## config.mk

```make
export PLATFORM = sky130hd
export DESIGN_NAME = backslash_escape_decoder
export DESIGN_NICKNAME = d
export VERILOG_FILES = /design/src/bed_pkg.sv /design/src/bed_decode.sv /design/src/bed_result_queue.sv /design/src/backslash_escape_decoder.sv
export SDC_FILE = /design/constraint.sdc
export NUM_CORES = 1
export LEC_CHECK = 0
export BUFFER_PORTS_ARGS = -buffer_cell sky130_fd_sc_hd__clkbuf_2
export CORE_ASPECT_RATIO = 0.9
export CORE_MARGIN = 4
export CORE_UTILIZATION = 40
export CTS_CLUSTER_SIZE = 25
export DETAILED_ROUTE_END_ITERATION = 7
export PLACE_DENSITY_LB_ADDON = 0.25
export SYNTH_ARGS = -nofsm -noshare
export SYNTH_HDL_FRONTEND = slang
export SYNTH_SLANG_ARGS = --single-unit
```

## constraint.sdc

```tcl
create_clock -name aclk -period 4.1 [get_ports aclk]
set_input_delay 0.41 -clock aclk [delete_from_list [all_inputs] [get_ports aclk]]
set_output_delay 0.41 -clock aclk [all_outputs]
set_load 0.01 [all_outputs]
```

## src/bed_pkg.sv

```systemverilog
// Shared types and constants of the backslash escape decoder.
package bed_pkg;

    // Input transaction payload
    typedef struct packed {
        logic [7:0] in_byte;
        logic       is_last;
    } in_t;

    // Result transaction payload
    typedef struct packed {
        logic [7:0] out_byte;
        logic       has_data;
        logic [1:0] error_code;
        logic       run_last;
        logic       stream_end;
    } out_t;

    // Up to two results produced by one decoded byte
    typedef struct packed {
        logic [1:0] cnt;
        out_t       r0;
        out_t       r1;
    } res_pair_t;

    // Error codes
    localparam logic [1:0] ERR_NONE     = 2'd0;
    localparam logic [1:0] ERR_TRAILING = 2'd1;
    localparam logic [1:0] ERR_BAD_HEX  = 2'd2;

    // Invalid hex escape handling modes
    localparam logic [1:0] MODE_STRICT  = 2'd0;
    localparam logic [1:0] MODE_REPLACE = 2'd1;
    localparam logic [1:0] MODE_IGNORE  = 2'd2;

    // Character codes
    localparam logic [7:0] CH_BSLASH   = 8'h5C;
    localparam logic [7:0] CH_SQUOTE   = 8'h27;
    localparam logic [7:0] CH_DQUOTE   = 8'h22;
    localparam logic [7:0] CH_NEWLINE  = 8'h0A;
    localparam logic [7:0] CH_QUESTION = 8'h3F;
    localparam logic [7:0] CH_LOWER_A  = 8'h61;
    localparam logic [7:0] CH_LOWER_B  = 8'h62;
    localparam logic [7:0] CH_LOWER_F  = 8'h66;
    localparam logic [7:0] CH_LOWER_N  = 8'h6E;
    localparam logic [7:0] CH_LOWER_R  = 8'h72;
    localparam logic [7:0] CH_LOWER_T  = 8'h74;
    localparam logic [7:0] CH_LOWER_V  = 8'h76;
    localparam logic [7:0] CH_LOWER_X  = 8'h78;
    localparam logic [7:0] CH_ZERO     = 8'h30;
    localparam logic [7:0] CH_SEVEN    = 8'h37;
    localparam logic [7:0] CH_NINE     = 8'h39;
    localparam logic [7:0] CH_UPPER_A  = 8'h41;
    localparam logic [7:0] CH_UPPER_F  = 8'h46;

    // Control bytes produced by the simple escapes
    localparam logic [7:0] CTL_BEL = 8'h07;
    localparam logic [7:0] CTL_BS  = 8'h08;
    localparam logic [7:0] CTL_HT  = 8'h09;
    localparam logic [7:0] CTL_LF  = 8'h0A;
    localparam logic [7:0] CTL_VT  = 8'h0B;
    localparam logic [7:0] CTL_FF  = 8'h0C;
    localparam logic [7:0] CTL_CR  = 8'h0D;

    // Result queue depth
    localparam int unsigned QUEUE_DEPTH = 4;

endpackage

```

## src/bed_decode.sv

```systemverilog
// Escape parser: phase state and the single-pass decode of one byte into results.
module bed_decode
    import bed_pkg::*;
(
    input  logic       aclk,
    input  logic       aresetn,
    input  logic       fire,
    input  in_t        item,
    input  logic [1:0] error_mode,
    output res_pair_t  res
);

    typedef enum logic [2:0] {
        PH_PLAIN = 3'd0,
        PH_ESC   = 3'd1,
        PH_OCT1  = 3'd2,
        PH_OCT2  = 3'd3,
        PH_X0    = 3'd4,
        PH_X1    = 3'd5
    } phase_t;

    phase_t     phase_reg, phase_next;
    logic [8:0] acc_reg, acc_next;
    logic [3:0] nib_reg, nib_next;
    logic       failed_reg, failed_next;

    logic [7:0] b;
    logic       last;
    logic       hex_ok;
    logic [3:0] hex_nib;
    logic       oct_ok;
    logic [2:0] oct_dig;
    logic       strict;
    logic       bad_hex;
    logic       do_plain;
    logic       lead_v;
    out_t       lead;
    logic       plain_v;
    out_t       plain;
    logic [8:0] acc_shift;

    assign b       = item.in_byte;
    assign last    = item.is_last;
    assign oct_ok  = (b >= CH_ZERO) && (b <= CH_SEVEN);
    assign oct_dig = b[2:0];
    assign strict  = (error_mode != MODE_REPLACE) && (error_mode != MODE_IGNORE);
    assign acc_shift = {acc_reg[5:0], 3'b000} + {6'd0, oct_dig};

    // Hex digit recognition, either case
    always_comb begin
        hex_ok  = 1'b0;
        hex_nib = 4'd0;
        if ((b >= CH_ZERO) && (b <= CH_NINE)) begin
            hex_ok  = 1'b1;
            hex_nib = b[3:0];
        end else if ((b >= CH_LOWER_A) && (b <= CH_LOWER_F)) begin
            hex_ok  = 1'b1;
            hex_nib = b[3:0] + 4'd9;
        end else if ((b >= CH_UPPER_A) && (b <= CH_UPPER_F)) begin
            hex_ok  = 1'b1;
            hex_nib = b[3:0] + 4'd9;
        end
    end

    // Phase decode: an optional leading result, then optionally the byte taken as plain text
    always_comb begin
        phase_next  = phase_reg;
        acc_next    = acc_reg;
        nib_next    = nib_reg;
        failed_next = failed_reg;
        bad_hex     = 1'b0;
        do_plain    = 1'b0;
        lead_v      = 1'b0;
        lead        = '0;
        lead.has_data = 1'b1;
        plain_v     = 1'b0;
        plain       = '0;
        res         = '0;

        if (!failed_reg) begin
            case (phase_reg)
                PH_ESC: begin
                    phase_next = PH_PLAIN;
                    case (b)
                        CH_NEWLINE: begin
                        end
                        CH_BSLASH: begin
                            lead_v = 1'b1;
                            lead.out_byte = CH_BSLASH;
                        end
                        CH_SQUOTE: begin
                            lead_v = 1'b1;
                            lead.out_byte = CH_SQUOTE;
                        end
                        CH_DQUOTE: begin
                            lead_v = 1'b1;
                            lead.out_byte = CH_DQUOTE;
                        end
                        CH_LOWER_B: begin
                            lead_v = 1'b1;
                            lead.out_byte = CTL_BS;
                        end
                        CH_LOWER_F: begin
                            lead_v = 1'b1;
                            lead.out_byte = CTL_FF;
                        end
                        CH_LOWER_T: begin
                            lead_v = 1'b1;
                            lead.out_byte = CTL_HT;
                        end
                        CH_LOWER_N: begin
                            lead_v = 1'b1;
                            lead.out_byte = CTL_LF;
                        end
                        CH_LOWER_R: begin
                            lead_v = 1'b1;
                            lead.out_byte = CTL_CR;
                        end
                        CH_LOWER_V: begin
                            lead_v = 1'b1;
                            lead.out_byte = CTL_VT;
                        end
                        CH_LOWER_A: begin
                            lead_v = 1'b1;
                            lead.out_byte = CTL_BEL;
                        end
                        CH_LOWER_X: begin
                            if (last) begin
                                bad_hex = 1'b1;
                            end else begin
                                phase_next = PH_X0;
                            end
                        end
                        default: begin
                            if (oct_ok) begin
                                acc_next = {6'd0, oct_dig};
                                if (last) begin
                                    lead_v = 1'b1;
                                    lead.out_byte = {5'd0, oct_dig};
                                end else begin
                                    phase_next = PH_OCT1;
                                end
                            end else begin
                                // Unknown escape: the backslash survives
                                lead_v = 1'b1;
                                lead.out_byte = CH_BSLASH;
                                do_plain = 1'b1;
                            end
                        end
                    endcase
                end
                PH_OCT1: begin
                    if (oct_ok) begin
                        acc_next = acc_shift;
                        if (last) begin
                            lead_v = 1'b1;
                            lead.out_byte = acc_shift[7:0];
                            phase_next = PH_PLAIN;
                        end else begin
                            phase_next = PH_OCT2;
                        end
                    end else begin
                        lead_v = 1'b1;
                        lead.out_byte = acc_reg[7:0];
                        do_plain = 1'b1;
                    end
                end
                PH_OCT2: begin
                    if (oct_ok) begin
                        lead_v = 1'b1;
                        lead.out_byte = acc_shift[7:0];
                        phase_next = PH_PLAIN;
                    end else begin
                        lead_v = 1'b1;
                        lead.out_byte = acc_reg[7:0];
                        do_plain = 1'b1;
                    end
                end
                PH_X0: begin
                    if (hex_ok && !last) begin
                        nib_next   = hex_nib;
                        phase_next = PH_X1;
                    end else begin
                        // A hex digit here is swallowed by the bad escape
                        bad_hex  = 1'b1;
                        do_plain = !strict && !hex_ok;
                    end
                end
                PH_X1: begin
                    phase_next = PH_PLAIN;
                    if (hex_ok) begin
                        lead_v = 1'b1;
                        lead.out_byte = {nib_reg, hex_nib};
                    end else begin
                        bad_hex  = 1'b1;
                        do_plain = !strict;
                    end
                end
                default: begin
                    do_plain = 1'b1;
                end
            endcase

            // Invalid hex escape handling
            if (bad_hex) begin
                phase_next = PH_PLAIN;
                if (error_mode == MODE_REPLACE) begin
                    lead_v = 1'b1;
                    lead.out_byte = CH_QUESTION;
                end else if (error_mode != MODE_IGNORE) begin
                    lead_v = 1'b1;
                    lead.has_data = 1'b0;
                    lead.error_code = ERR_BAD_HEX;
                    failed_next = 1'b1;
                end
            end

            // The byte as plain text
            if (do_plain) begin
                if (b == CH_BSLASH) begin
                    if (last) begin
                        plain_v = 1'b1;
                        plain.error_code = ERR_TRAILING;
                    end else begin
                        phase_next = PH_ESC;
                    end
                end else begin
                    plain_v = 1'b1;
                    plain.out_byte = b;
                    plain.has_data = 1'b1;
                    phase_next = PH_PLAIN;
                end
            end
        end

        // The end of a stream returns the parser to its reset state
        if (last) begin
            phase_next  = PH_PLAIN;
            acc_next    = '0;
            nib_next    = '0;
            failed_next = 1'b0;
        end

        // Pack the results in order and mark the final one
        if (lead_v) begin
            res.r0 = lead;
            if (plain_v) begin
                res.r1 = plain;
            end
        end else if (plain_v) begin
            res.r0 = plain;
        end
        res.cnt = {1'b0, lead_v} + {1'b0, plain_v};
        if (last && (res.cnt == 2'd0)) begin
            res.cnt = 2'd1;
        end
        if (res.cnt == 2'd2) begin
            res.r1.run_last   = 1'b1;
            res.r1.stream_end = last;
        end else begin
            res.r0.run_last   = 1'b1;
            res.r0.stream_end = last;
        end
    end

    // Parser state
    always_ff @(posedge aclk) begin
        if (!aresetn) begin
            phase_reg  <= PH_PLAIN;
            acc_reg    <= '0;
            nib_reg    <= '0;
            failed_reg <= 1'b0;
        end else if (fire) begin
            phase_reg  <= phase_next;
            acc_reg    <= acc_next;
            nib_reg    <= nib_next;
            failed_reg <= failed_next;
        end
    end

`ifndef SYNTH
    // A stream end always leaves the parser clean.
    a_end_clears: assert property (@(posedge aclk) disable iff (!aresetn)
        fire && item.is_last |=> (phase_reg == PH_PLAIN) && !failed_reg && (acc_reg == 9'd0))
        else $error("parser state not cleared at stream end");

    // The final byte of a stream always produces at least one result.
    a_end_result: assert property (@(posedge aclk) disable iff (!aresetn)
        fire && item.is_last |-> (res.cnt != 2'd0))
        else $error("stream end produced no result");

    // After a strict error, bytes before the stream end yield nothing.
    a_drop: assert property (@(posedge aclk) disable iff (!aresetn)
        fire && failed_reg && !item.is_last |-> (res.cnt == 2'd0))
        else $error("result produced while dropping input");
`endif

endmodule

```

## src/bed_result_queue.sv

```systemverilog
// Four-entry result queue taking up to two results per cycle and giving one.
module bed_result_queue
    import bed_pkg::*;
(
    input  logic       aclk,
    input  logic       aresetn,
    input  logic [1:0] wr_cnt,
    input  out_t       wr_data0,
    input  out_t       wr_data1,
    input  logic       rd_en,
    output out_t       rd_data,
    output logic       not_empty,
    output logic [2:0] count
);

    localparam int unsigned PTR_W = $clog2(QUEUE_DEPTH);

    out_t             entry_reg [QUEUE_DEPTH];
    logic [PTR_W-1:0] wr_ptr_reg, wr_ptr_next;
    logic [PTR_W-1:0] rd_ptr_reg, rd_ptr_next;
    logic [2:0]       count_reg, count_next;
    logic [PTR_W-1:0] wr_ptr_plus1;

    assign wr_ptr_plus1 = wr_ptr_reg + 1'b1;
    assign rd_data      = entry_reg[rd_ptr_reg];
    assign not_empty    = (count_reg != 3'd0);
    assign count        = count_reg;

    // Pointer and occupancy update
    always_comb begin
        wr_ptr_next = wr_ptr_reg + wr_cnt[PTR_W-1:0];
        rd_ptr_next = rd_ptr_reg + {{(PTR_W-1){1'b0}}, rd_en};
        count_next  = count_reg + {1'b0, wr_cnt} - {2'b00, rd_en};
    end

    always_ff @(posedge aclk) begin
        if (!aresetn) begin
            wr_ptr_reg <= '0;
            rd_ptr_reg <= '0;
            count_reg  <= '0;
        end else begin
            wr_ptr_reg <= wr_ptr_next;
            rd_ptr_reg <= rd_ptr_next;
            count_reg  <= count_next;
        end
    end

    // Entry storage
    always_ff @(posedge aclk) begin
        if (wr_cnt != 2'd0) begin
            entry_reg[wr_ptr_reg] <= wr_data0;
        end
        if (wr_cnt == 2'd2) begin
            entry_reg[wr_ptr_plus1] <= wr_data1;
        end
    end

`ifndef SYNTH
    // Occupancy never exceeds the depth.
    a_no_overflow: assert property (@(posedge aclk) disable iff (!aresetn)
        count_reg <= 3'(QUEUE_DEPTH))
        else $error("result queue overflow");

    // A write only arrives when it fits.
    a_write_fits: assert property (@(posedge aclk) disable iff (!aresetn)
        (wr_cnt != 2'd0) |-> ({1'b0, count_reg} + {2'b00, wr_cnt} <= 4'(QUEUE_DEPTH)))
        else $error("write into a full result queue");

    // Reads only from a non-empty queue.
    a_no_underflow: assert property (@(posedge aclk) disable iff (!aresetn)
        rd_en |-> (count_reg != 3'd0))
        else $error("read from an empty result queue");
`endif

endmodule

```

## src/backslash_escape_decoder.sv

```systemverilog
// Top level of the backslash escape decoder: input register, parser and result queue.
//
//  Channel | Ports                          | Payload
//  --------+--------------------------------+----------------------------------
//  input   | s_valid, s_ready, s_data       | in_t: in_byte, is_last
//  result  | m_valid, m_ready, m_data       | out_t: out_byte, has_data,
//          |                                |   error_code, run_last, stream_end
//  config  | cfg_valid, cfg_ready, cfg_data | error_mode (2 bits)
//
// One byte is accepted per cycle while s_ready is high; its first result is offered once the byte has
// passed the input register and been written into the result queue. The result port delivers one result
// per cycle while m_ready is high, so bytes that give two results drain more slowly than they arrive;
// a four-entry queue absorbs the difference. Reset (aresetn low, synchronous) clears the parser, the
// queue and error_mode. A stalled result port backs up into the input register and then drops s_ready.
module backslash_escape_decoder
    import bed_pkg::*;
(
    input  logic       aclk,
    input  logic       aresetn,
    input  logic       s_valid,
    output logic       s_ready,
    input  in_t        s_data,
    output logic       m_valid,
    input  logic       m_ready,
    output out_t       m_data,
    input  logic       cfg_valid,
    output logic       cfg_ready,
    input  logic [1:0] cfg_data
);

    in_t        in_reg;
    logic       in_valid_reg, in_valid_next;
    logic [1:0] mode_reg;
    logic       fire;
    logic       s_take;
    logic [2:0] q_count;
    logic [1:0] wr_cnt;
    res_pair_t  res;

    // The parser advances when a byte is held and the queue has room for two results
    assign fire    = in_valid_reg && (q_count <= 3'(QUEUE_DEPTH - 2));
    assign s_ready = !in_valid_reg || fire;
    assign s_take  = s_valid && s_ready;
    assign wr_cnt  = fire ? res.cnt : 2'd0;
    assign cfg_ready = 1'b1;

    // Input register
    always_comb begin
        in_valid_next = in_valid_reg;
        if (s_take) begin
            in_valid_next = 1'b1;
        end else if (fire) begin
            in_valid_next = 1'b0;
        end
    end

    always_ff @(posedge aclk) begin
        if (!aresetn) begin
            in_valid_reg <= 1'b0;
        end else begin
            in_valid_reg <= in_valid_next;
        end
    end

    always_ff @(posedge aclk) begin
        if (s_take) begin
            in_reg <= s_data;
        end
    end

    // Configuration register
    always_ff @(posedge aclk) begin
        if (!aresetn) begin
            mode_reg <= MODE_STRICT;
        end else if (cfg_valid) begin
            mode_reg <= cfg_data;
        end
    end

    bed_decode u_decode (
        .aclk       (aclk),
        .aresetn    (aresetn),
        .fire       (fire),
        .item       (in_reg),
        .error_mode (mode_reg),
        .res        (res)
    );

    bed_result_queue u_queue (
        .aclk      (aclk),
        .aresetn   (aresetn),
        .wr_cnt    (wr_cnt),
        .wr_data0  (res.r0),
        .wr_data1  (res.r1),
        .rd_en     (m_valid && m_ready),
        .rd_data   (m_data),
        .not_empty (m_valid),
        .count     (q_count)
    );

endmodule
```

---- Word level (Yosys, flattened, before mapping) ----
Memories as Yosys holds them, arrays and structs flattened. A register that Yosys moved wholly into a read port is not among the register bits.
Cells that the tools add are included.
word-level totals
  word-level logic and storage cells ...... 176
  memories kept ........................... 1
  RAM bits ................................ 52
  register bits ........................... 35
  output and inout bits ................... 16
operators by class
  equal/unequal tests ..................... 29
  add/sub/neg operators ................... 8
  reduce and logical (&&, ||, !) cells .... 32
  $lt $le $gt $ge ......................... 8
  multiplexer cells ....................... 87
memory list
  memory             depth  bits a word  rd ports  clocked after Yosys merged registers in  write ports  RTL line                source
  u_queue.entry_reg  4      13           1         1                                        2            bed_result_queue.sv:18  out_t entry_reg [QUEUE_DEPTH];
operators by type and width
  operator            number
  $pmux 8 s11         1
  $mux 8              10
  $eq 8x7->1 const B  9
  $mux 11             4
  $mux 13             3
  $mux 1              36
  $pmux 8 s4          1
  $mux 3              10
  $mux 4              7
  $eq 8x6->1 const B  2
  $ge 8x7->1 const B  2
  $le 8x6->1 const B  2
  $le 8x7->1 const B  2
  $pmux 8 s2          1
  $ne 5x2->1 const B  3
  $pmux 3 s5          1
  $mux 2              6
  $reduce_and 6->1    2
  $reduce_or 12->1    1
  $logic_and 1x1->1   11
  $reduce_or 11->1    1
  $reduce_or 10->1    1
  $mux 9              1
  $add 8x3->8         1
  other kinds (32)    46

---- Depth between registers and ports, before layout ----
Gate-level depths: netlist (run 1).
  depth in word-level cells ............... 20
  gate-level depth with buffers ........... 23
  mapped depth without buffers ............ 20

---- Modules after synthesis ----
From an unflattened synthesis (run 1), not the netlist that was laid out.
second synthesis, totals
  cells, all modules ...................... 493
  area total of the unflattened synthesis .. 5606.6 sq um
by module, submodules not included
  module                    area an instance (sq um)  instances  cells each
  bed_result_queue          3086.7                    1          166
  bed_decode                2069.5                    1          298
  backslash_escape_decoder  450.4                     1          29

---- Worst setup path after synthesis (run 1) ----
OpenSTA, ideal clock, no wires.
  path type ............................... register to register
  start ................................... register in_reg[1] (netlist name)
  end ..................................... memory u_queue.entry_reg[2][5] (netlist name) (data pin)
  data arrival time ....................... 3.921 ns
  buffers on the path ..................... 3
  data required time ...................... 3.843 ns
  setup time .............................. 0.257 ns
  setup slack ............................. -0.078 ns
  cell stages (with the launch flop) ...... 19
  clock period less this slack ............ 4.178 ns
  path through ............................ edfxtp_1 -> clkbuf_1 -> inv_1 -> ha_1 -> nor3b_1 -> o211ai_1 -> nand4_1 -> or3_1 -> buf_2 -> o2bb2ai_2 -> and2_1 -> clkbuf_1 -> o21a_1 -> ha_1 -> nand2b_1 -> o21ai_0 -> nor2b_1 -> a21o_1 -> a32o_1
RTL lines
  item                    RTL line                        source
  start, declared         backslash_escape_decoder.sv:31  in_t in_reg;
  start signal, assigned  backslash_escape_decoder.sv:67  in_reg <= s_data;
  end, declared           bed_result_queue.sv:18

---- Worst setup path after layout (run 1) ----
  start ................................... register in_reg[2] (netlist name)
  end ..................................... register u_queue.count_reg[1] (netlist: u_queue.count[1])
between the ends
  longest elaborated chain between the ends .. 19
  elaborated cells on any way between the ends .. 61
  classes of those cells .................. 3 x add/sub; 7 x order compare; 12 x eq/ne; 27 x mux; 12 x reduce/logical
ends and longest elaborated chain
  item                                             RTL line                        source
  $ge 8x7->1 / $le 8x7->1 (equally long branches)  bed_decode.sv:59                end else if ((b >= CH_UPPER_A) && (b <= CH_UPPER_F)) begin
  $logic_and 1x1->1                                bed_decode.sv:59
  $mux 1                                           bed_decode.sv:59
  $mux 1                                           bed_decode.sv:56                end else if ((b >= CH_LOWER_A) && (b <= CH_LOWER_F)) begin
  $mux 1                                           bed_decode.sv:53                if ((b >= CH_ZERO) && (b <= CH_NINE)) begin
  $logic_not 1->1                                  bed_decode.sv:186               do_plain = !strict && !hex_ok;
  $logic_and 1x1->1                                bed_decode.sv:186
  $mux 1                                           bed_decode.sv:180               if (hex_ok && !last) begin
  [4 not listed]                                   -
  $add 1x1->2 *                                    bed_decode.sv:253               res.cnt = {1'b0, lead_v} + {1'b0, plain_v};
  $logic_not 2->1                                  bed_decode.sv:254               if (last && (res.cnt == 2'd0)) begin
  $logic_and 1x1->1                                bed_decode.sv:254
  $mux 2 *                                         bed_decode.sv:254
  $mux 2 *                                         backslash_escape_decoder.sv:44  assign wr_cnt = fire ? res.cnt : 2'd0;
  $add 3x2->3 *                                    bed_result_queue.sv:33          count_next = count_reg + {1'b0, wr_cnt} - {2'b00, rd_en};
  $sub 3x1->3 *                                    bed_result_queue.sv:33
  via u_queue.count_next[1]                        bed_result_queue.sv:21          logic [2:0] count_reg, count_next;
  end signal, assigned                             bed_result_queue.sv:44          count_reg <= count_next;
  end, declared                                    bed_result_queue.sv:21
Mark *: on every way through the listed nets, which the timed path passes. The rest lies on a longest branch. The select of a mux whose other input is x is not followed.
A chain may end at the register's enable or synchronous reset.

==> results of run 1 <==
## per-layer routing
layer | up-vias | GRT usage (%)
met5 | - | 0
met3 | 25 | 5.08
met4 | 0 | 5.74
li1 | 2097 | -
met2 | 176 | 32.4
met1 | 2115 | 25.6
## area by class of cell
cell class	count	area [um2]
timing repair buffer	61	408
tap	164	205
fill	1193	6680
inverter	18	70.1
sequential	87	2310
clock inverter	5	56.3
clock buffer	11	233
multi-input combinational	400	2770
## per-stage QoR
step / cells / area (um2) / total power [W] / hold slack [ps]
4_1_cts: 744 / 5980 / 0.00243 / 220
2_1_floorplan: 537 / 5230 / 0.00144 / 431
3_5_place_dp: 728 / 5690 / 0.00161 / 447
3_3_place_gp: 728 / 5690 / 0.00161 / 444
6_report: 746 / 6060 / 0.00241 / 229
5_1_grt: 746 / 6060 / 0.00253 / 228
## cells by family after synthesis
group	after synthesis
simple gates	228
compound gates	132
flops	87
buf+inv	50
mux	17
fa+ha+maj	15
xor+xnor	7
other cells	1
## placed cells by master (no fill, tap or decap), types with 12 or more instances in the layout
cell	instances
a21oi_1	43
a32o_1	20
and2_1	12
buf_4	29
clkbuf_2	30
dfxtp_1	30
edfxtp_1	57
inv_1	15
mux4_2	13
nand2_1	65
nand2b_1	12
nand3_1	29
nor2_1	46
nor3_1	12
o22ai_1	16
## power by group
group | switching (W) | total, W | internal (W)
clock network | 0.000336 | 0.000809 | 0.000472
registers | 0.0000841 | 0.00108 | 0.000998
logic | 0.000263 | 0.000515 | 0.000252
## how the worst max path moves through the flow
stage,from,endpoint,cells past startpoint
after global routing,in_reg[2],u_queue.count[2],19
after CTS,in_reg[2],u_queue.entry_reg[0][8],18
final,in_reg[2],u_queue.count[1],18
after global placement,in_reg[1],u_queue.entry_reg[0][8],17
after detailed placement,in_reg[2],u_queue.entry_reg[0][8],18
after floorplan,in_reg[1],u_queue.count[1],22
## what timing repair did
action                     CTS  global route
hold buffers                 0             0
buffers inserted             0             2
resized for setup            0            17
setup endpoints to repair    0            84
==> impl_metrics.csv, run 1 <==
group,metric,value,unit
run_status,status,"completed",
routing,wl_met3,890,um
yosys,synthFlopType,"edfxtp_1",
sta,setup_ws,264,ps
global_routing,grt_overflow,0,
setup_path,crit_required,4340,ps
cells_and_area,largest_register_ffs,52,
routing,met2WireLength,6570,um
sta,grt_setup_unrepaired,"false",
die,fp.dieH,116,um
setup_path,crit_slowest_cell,"edfxtp_1",
yosys,ys_ff_latch,87,
yosys,synth_area_leaders,"edfxtp_1 33%, dfxtp_1 11%, mux4_2 5.6%",
global_routing,grt_pass1_vias,4297,
yosys,syn_nets,567,
setup_path,reg2reg_depth,18,
cells_and_area,fin_util,47.5,%
clocking,cts_buffers,9,
setup_path,cp_max_fo,6,
global_routing,grt_max_degree,27,
setup_path,critPathLaunchType,"flop",
global_routing,grt_util_all_layers,19.6,%
clocking,htreeDepth,3,
yosys,synth_common_cells,"66 x nand2_1, 57 x edfxtp_1, 49 x nor2_1",
sta,min_period_over_period,93.6,%
clocking,insertion_delay,350,ps
hold_path,hold_depth,1,
sta,fin_setup_tns,0,ps
die,num_rows,39,
clocking,clock_sinks,87,
yosys,synth_top_area_share,32.7,%
yosys,syn_inst,537,
die,die_x,129,um
cells_and_area,final_nets,607,
yosys,synth_most_common_cell,"nand2_1",
yosys,synthAdderAreaFrac,3.68,%
routing,top_layer,"met4",
setup_path,r2r-end,"u_queue.count[1]",
place,place_congestion,0.952,
sta,worstMarginPinSlew,976,ps
hold_path,hold_path.class,"in -> reg",
die,dieArea,15000,um2
setup_path,max_stage_delay,460,ps
clocking,clock_tree.root_cell,"clkbuf_16",
sta,slew_headroom,34.8,%
routing,vias,4413,
yosys,synth_top_family_by_area,"simple AND/OR/NAND/NOR gates",
die,core,12700,um2
routing,drc,0,
clocking,cts_tree,"built",
setup_path,cp_data_arrival_time,4080,ps
die,start_util,41.1,%
routing,wire_per_inst,18.7,um
yosys,synth_area_per_cell,9.74,um2
yosys,synth_area,5230,um2
hold_path,whs_endpoint,"in_reg[8]",
place,hpwl,10500,um
power,ir_drop,0.260,mV
global_routing,grt_pass1_wl,22900,um
yosys,synth-simple-area-share,22.3,%
routing,drtAntennaViolNets,0,
routing,met1_length,6200,um
setup_path,cp_num_buf_inv,3,
setup_path,r2r_slack,260,ps
yosys,synth-compound-area-share,18.2,%
setup_path,path_delay_family,"adder cells",
sta,setup_viol,0,
sta,fmax,261,MHz
yosys,yosysUniqueCellTypes,71,
cells_and_area,antenna_cells,0,
sta,fin_worst_skew,11.7,ps
clocking,clock_path_buffers,2,
setup_path,critical_path_class,"reg -> reg",
flow_run,maxCapViolations,0,
place,port_buffers,30,
hold_path,holdCritStartpoint,"s_data[8]",
routing,viasPerCell,5.92,
yosys,yosysTopAreaCell,"edfxtp_1",
place,place_ws,138,ps
clocking,clkTransAtPathRegs,70,ps
die,ios,32,
sta,slew_viol_final,0,
power,p_leak,2.13,nW
power,p_per_area,397,nW/um2
yosys,ys_seq_area_share,44.2,%
yosys,ys_warn_count,0,
cells_and_area,drive_above_1_share,20.6,%
sta,hold_violations,0,
routing,routed_wl,14000,um
yosys,synth.area.mux_share,6.36,%
routing,first_iter_violations,527,
setup_path,end_kind,"flop",
yosys,synth_edf_count,57,
sta,post-route-min-period,3840,ps
setup_path,crit_chain,"ha_2 > nor3b_2 > o211ai_1 > nand4_1 > or3_1 > o2bb2ai_2 > and2_1 > o21a_1 > inv_1 > ha_1 > a21oi_1 > nor2_1 > inv_1 > ha_1 > inv_1 > ha_1 > fa_1 > and2_1",
global_routing,antenna_found_initial,0,
yosys,synthXorXnorAreaFrac,1.17,%
setup_path,r2r-start,"in_reg[2]",
cells_and_area,synthToLayoutAreaGrowth,15.8,%
routing,drt-pass1-iter-count,5,
yosys,async_reset_ff_share,0,%
Note: power is estimated with default switching activity, not from simulation.
==> run 2, diff against run 1 <==
SYNTH_HIERARCHICAL = 1   (was unset)
==> impl_metrics.csv, run 2 <==
group,metric,value,unit
die,die_x,133,um
global_routing,antenna_found_initial,0,
cells_and_area,final_cells,727,
clocking,htreeDepth,3,
cells_and_area,multiInputGateArea,3080,um2
sta,fmax,254,MHz
yosys,synth_top_area_share,32.7,%
yosys,synth-simple-area-share,17.2,%
yosys,async_reset_ff_share,0,%
yosys,synth_edf_count,61,
cells_and_area,seqCellArea,2350,um2
sta,min_period_over_period,96.1,%
die,dieArea,16000,um2
routing,wire_per_inst,18.6,um
setup_path,max_stage_delay,470,ps
yosys,synth.area.mux_share,18.5,%
clocking,clock_tree.root_cell,"clkbuf_16",
yosys,synth_common_cells,"61 x edfxtp_1, 42 x nand2_1, 32 x mux2_2",
routing,routed_wl,13500,um
yosys,ys_ff_latch,87,
setup_path,cp_max_fo,6,
cells_and_area,largest_register_ffs,52,
routing,first_iter_violations,442,
sta,hold_violations,0,
sta,fin_setup_tns,0,ps
clocking,insertion_delay,350,ps
cells_and_area,final_nets,586,
setup_path,critical_path_class,"reg -> reg",
place,hpwl,9690,um
yosys,yosysTopAreaCell,"edfxtp_1",
routing,drtAntennaViolNets,0,
clocking,clock_sinks,87,
global_routing,grt_pass1_wl,21900,um
power,p_per_area,363,nW/um2
routing,viasPerCell,5.65,
die,core,13500,um2
cells_and_area,layout_commonest_cell,"edfxtp_1",
clocking,cts_tree,"built",
sta,setup_viol,0,
yosys,synth_most_common_cell,"edfxtp_1",
setup_path,r2r_slack,160,ps
yosys,synthFlopType,"edfxtp_1",
setup_path,crit_chain,"or3b_4 > a2111o_1 > nand2_2 > and3_4 > o31ai_2 > buf_4 > or3_4 > a211oi_2 > and4b_2 > inv_1 > ha_1 > fa_1 > xnor3_1 > and2_1",
yosys,synth_top_family_by_area,"multiplexers",
sta,slew_viol_final,0,
sta,post-route-min-period,3940,ps
yosys,syn_inst,493,
flow_run,maxCapViolations,0,
yosys,synthAdderAreaFrac,3.70,%
setup_path,cp_num_buf_inv,2,
cells_and_area,drive_above_1_share,36.0,%
yosys,ys_seq_area_share,42.0,%
die,ios,32,
setup_path,r2r-start,"in_reg[4]",
setup_path,path_delay_family,"simple AND/OR/NAND/NOR gates",
setup_path,crit_path_end,"u_queue/count[2]",
yosys,synth_area_per_cell,11.4,um2
setup_path,cp_data_arrival_time,4180,ps
sta,holdWs,234,ps
cells_and_area,antenna_cells,0,
setup_path,end_kind,"flop",
die,fp.dieH,120,um
die,start_util,41.5,%
clocking,cts_buffers,9,
global_routing,grt_pass1_vias,4114,
global_routing,grt_max_degree,30,
cells_and_area,final_cell_mix,"61 x edfxtp_1, 48 x buf_4, 42 x nand2_1, 32 x mux2_2, 30 x clkbuf_2",
setup_path,worstSetupStartpoint,"in_reg[4]",
yosys,synth_area,5610,um2
hold_path,hold_path.class,"in -> reg",
clocking,ctsHoldBuffers,0,
power,p_leak,2.41,nW
clocking,clkTransAtPathRegs,70,ps
yosys,ys_warn_count,6,
place,port_buffers,30,
sta,slew_headroom,36.5,%
sta,worstMarginPinSlew,952,ps
clocking,clock_path_buffers,2,
yosys,synthXorXnorAreaFrac,1.12,%
yosys,synth-compound-area-share,12.5,%
yosys,synth_area_leaders,"edfxtp_1 33%, dfxtp_1 9.3%, mux2_2 6.4%",
setup_path,crit_required,4340,ps
setup_path,crit_cells,14,
cells_and_area,fin_util,48.7,%
yosys,yosysUniqueCellTypes,80,
sta,fin_worst_skew,6.17,ps
global_routing,grt_util_all_layers,17.5,%
setup_path,reg2reg_depth,14,
yosys,syn_nets,525,
hold_path,holdCritStartpoint,"s_data[7]",
routing,drc,0,
place,dp.cells,701,
setup_path,r2r-end,"u_queue/count[2]",
place,place_congestion,0.941,
global_routing,grt_overflow,0,
routing,drt-pass1-iter-count,6,
setup_path,crit_slowest_cell,"a2111o_1",
cells_and_area,fillers,1227,
routing,vias,4105,
cells_and_area,synthToLayoutAreaGrowth,17.5,%
power,ir_drop,0.246,mV
setup_path,critPathLaunchType,"flop",
die,num_rows,40,
run_status,status,"completed",
-- run 2: through the flow --
step / power, W / setup WS (ps) / area (um2)
after floorplan: 0.00145 / 6.29 / 5640
after global placement: 0.00161 / 116 / 6140
after detailed placement: 0.00162 / -1.30 / 6140
after CTS: 0.00241 / -14.3 / 6450
after global routing: 0.00252 / -34.3 / 6590
final: 0.00239 / 159 / 6590
-- run 2: cell families (layout without fill, tap and decap cells) --
group	after synthesis	count (layout)
muxes	74	74
and+or+nand+nor	165	165
other	2	2
DFF	87	87
AOI/OAI and AO/OA	95	95
buffers and inverters	50	116
adders and majority gates	16	16
xor gates and xnor gates	4	4
-- run 2: power by group --
part           internal, W  total, W  switching (W)
sequential        0.000996   0.00108      0.0000828
clock             0.000420  0.000781       0.000361
combinational     0.000291  0.000529       0.000238
-- run 2: area by class of cell --
cell class | instances | share of cell area, %
clock inverter | 6 | 0.817
inverter | 18 | 1.03
clock buffer | 10 | 3.48
multi-input combinational | 356 | 46.8
timing repair buffer | 82 | 8.97
tap | 168 | 3.19
sequential | 87 | 35.7
-- run 2: worst min path at each step --
stage               slack [ps]                   to  cells past startpoint
floorplan                  450  u_decode/acc_reg[6]                      2
global placement           470  u_decode/acc_reg[6]                      2
CTS                        220            in_reg[8]                      1
global route               220            in_reg[7]                      1
detailed placement         480  u_decode/acc_reg[6]                      2
finish                     230            in_reg[7]                      1
-- run 2: what timing repair did --
action / CTS / global route
resized for setup: 0 / 20
pin swaps: 1 / 9
setup endpoints to repair: 26 / 90
buffers inserted: 1 / 9
-- run 2: routing by layer --
| metal | part of all wire, % | routed length [um] | track usage (%) |
|---|---|---|---|
| met1 | 45 | 6100 | 23.1 |
| met2 | 47 | 6390 | 28.5 |
| met3 | 5.7 | 775 | 4.24 |
| met4 | 1.9 | 259 | 5.39 |
| met5 | 0 | 0 | 0 |
-- run 2: worst register-to-register path, delay by kind of cell, from the launching register on --
family,cells,cell delay (ps)
fa+ha+maj,2,740
buf+inv,2,220
compound gates,3,680
simple gates,6,1610
flops,1,420
xor+xnor,1,170
==> run 3, diff against run 2 <==
BUFFER_PORTS_ARGS = unset   (was -buffer_cell sky130_fd_sc_hd__clkbuf_2)
DONT_BUFFER_PORTS = 1   (was unset)
PLACE_DENSITY_LB_ADDON = unset   (was 0.25)
SYNTH_HIERARCHICAL = unset   (was 1)
==> impl_metrics.csv, run 3 (same netlist as run 1, synthesis figures left out) <==
group,metric,value,unit
setup_path,critPathLaunchType,"flop",
clocking,clock_tree.root_cell,"clkbuf_16",
cells_and_area,synthToLayoutAreaGrowth,14.1,%
routing,drt-pass1-iter-count,5,
power,swShare,28.1,%
power,internal_power,0.00176,W
routing,vias,4330,
setup_path,crit_chain,"inv_1 > ha_1 > and3_1 > o211ai_1 > nand4_1 > or3_1 > o2bb2ai_2 > and2_1 > o21a_1 > inv_1 > ha_1 > a21oi_1 > nand2_1 > nor2_4 > nand2_1 > nor2_1 > a21o_1 > a32o_1",
clocking,clock_sinks,87,
global_routing,grt_pass1_wl,22500,um
clocking,clock_path_buffers,2,
setup_path,crit_required,4300,ps
place,place_ws,198,ps
die,start_util,41.1,%
global_routing,grt_util_all_layers,19.4,%
sta,slew_headroom,34.0,%
sta,min_period_over_period,93.3,%
sta,fin_worst_skew,13.3,ps
place,port_buffers,0,
clocking,cts_buffers,9,
routing,wire_per_inst,19.4,um
global_routing,grt_max_degree,27,
routing,first_iter_violations,527,
die,num_rows,39,
sta,setup_ws,277,ps
cells_and_area,final_cells,721,
run_status,status,"completed",
sta,holdWs,148,ps
cells_and_area,final_cell_mix,"65 x nand2_1, 57 x edfxtp_1, 44 x nor2_1, 43 x a21oi_1, 33 x buf_4",
clocking,ctsHoldBuffers,0,
global_routing,grt_overflow,0,
routing,drc,0,
clocking,clkTransAtPathRegs,70,ps
flow_run,maxCapViolations,0,
setup_path,critical_path_class,"reg -> reg",
power,comb_power_share,19.0,%
clocking,cts_tree,"built",
sta,fin_setup_tns,0,ps
sta,grt_setup_unrepaired,"false",
die,die_x,129,um
power,p_switching,0.000686,W
clocking,htreeDepth,3,
die,core,12700,um2
die,dieArea,15000,um2
hold_path,hold_path.class,"in -> reg",
routing,drtAntennaViolNets,0,
place,dp.cells,699,
sta,worstMarginPinSlew,988,ps
sta,hold_violations,0,
power,ir_drop,0.242,mV
sta,post-route-min-period,3820,ps
setup_path,cp_data_arrival_time,4030,ps
cells_and_area,layout_commonest_cell,"nand2_1",
routing,routed_wl,14000,um
power,power,0.00244,W
cells_and_area,largest_register_ffs,52,
die,fp.dieH,116,um
setup_path,cp_num_buf_inv,2,
setup_path,cp_max_fo,5,
cells_and_area,antenna_cells,0,
global_routing,antenna_found_initial,0,
setup_path,crit_slowest_cell,"edfxtp_1",
clocking,insertion_delay,350,ps
power,seqPwrFrac,44.5,%
sta,fmax,262,MHz
global_routing,grt_pass1_vias,4077,
power,p_clk_share,36.4,%
setup_path,end_kind,"flop",
setup_path,path_delay_family,"simple AND/OR/NAND/NOR gates",
cells_and_area,drive_above_1_share,16.5,%
sta,slew_viol_final,0,
die,ios,32,
power,p_leak,2.06,nW
place,place_congestion,0.987,
sta,setup_viol,0,
cells_and_area,final_nets,582,
place,hpwl,10400,um
setup_path,max_stage_delay,400,ps
power,p_per_area,409,nW/um2
routing,viasPerCell,6.01,
==> run 3: final cells by class <==
class                   instances  area [um2]
inverters                      18        70.1
clock inverters                 6        93.8
fillers                      1171        6770
well taps                     164         205
clock buffers                  10         229
multi-input cells             400        2750
flip-flops and latches         87        2310
repair buffers                 36         308
==> run 3: per-stage QoR <==
stage,instance area (um2),utilization [%]
after global placement,5560,43.6
after CTS,5880,46.2
final,5970,46.9
after floorplan,5230,-
after detailed placement,5560,43.6
after global routing,5970,46.9
==> run 3: path summary, 6_finish.rpt <==
kind / start / end / slack, ps / depth (start not counted)
setup reg to reg: in_reg[2] / u_queue.entry_reg[2][9] / 280 / 18
hold / removal: s_data[0] / in_reg[0] / 150 / 0
hold reg to reg: u_queue.entry_reg[1][3] / u_queue.entry_reg[1][3] / 460 / 2
setup / recovery: in_reg[2] / u_queue.entry_reg[2][9] / 280 / 18
==> run 3: power groups by stage <==
stage / Sequential [W] / Clock (W) / Combinational, W
floorplan: 0.00104 / 0 / 0.000395
CTS: 0.00109 / 0.000912 / 0.000456
finish: 0.00109 / 0.000890 / 0.000465
detailed placement: 0.00111 / 0 / 0.000454
global placement: 0.00111 / 0 / 0.000450
global route: 0.00110 / 0.000957 / 0.000515
==> run 3: repair_timing <==
| item | CTS | global route |
|---|---|---|
| hold endpoints to repair | 0 | 0 |
| buffers inserted | 0 | 6 |
| endpoints found under the setup margin | 0 | 80 |
| gates resized for setup | 0 | 12 |
==> run 3: routing by layer <==
| metal | share of wire, % | up-vias | global-route usage, % |
|---|---|---|---|
| met4 | 1.9 | 0 | 5.74 |
| met2 | 46 | 170 | 30.3 |
| li1 | - | 2054 | - |
| met1 | 45 | 2083 | 27.0 |
| met5 | 0 | - | 0 |
| met3 | 6.5 | 23 | 4.62 |
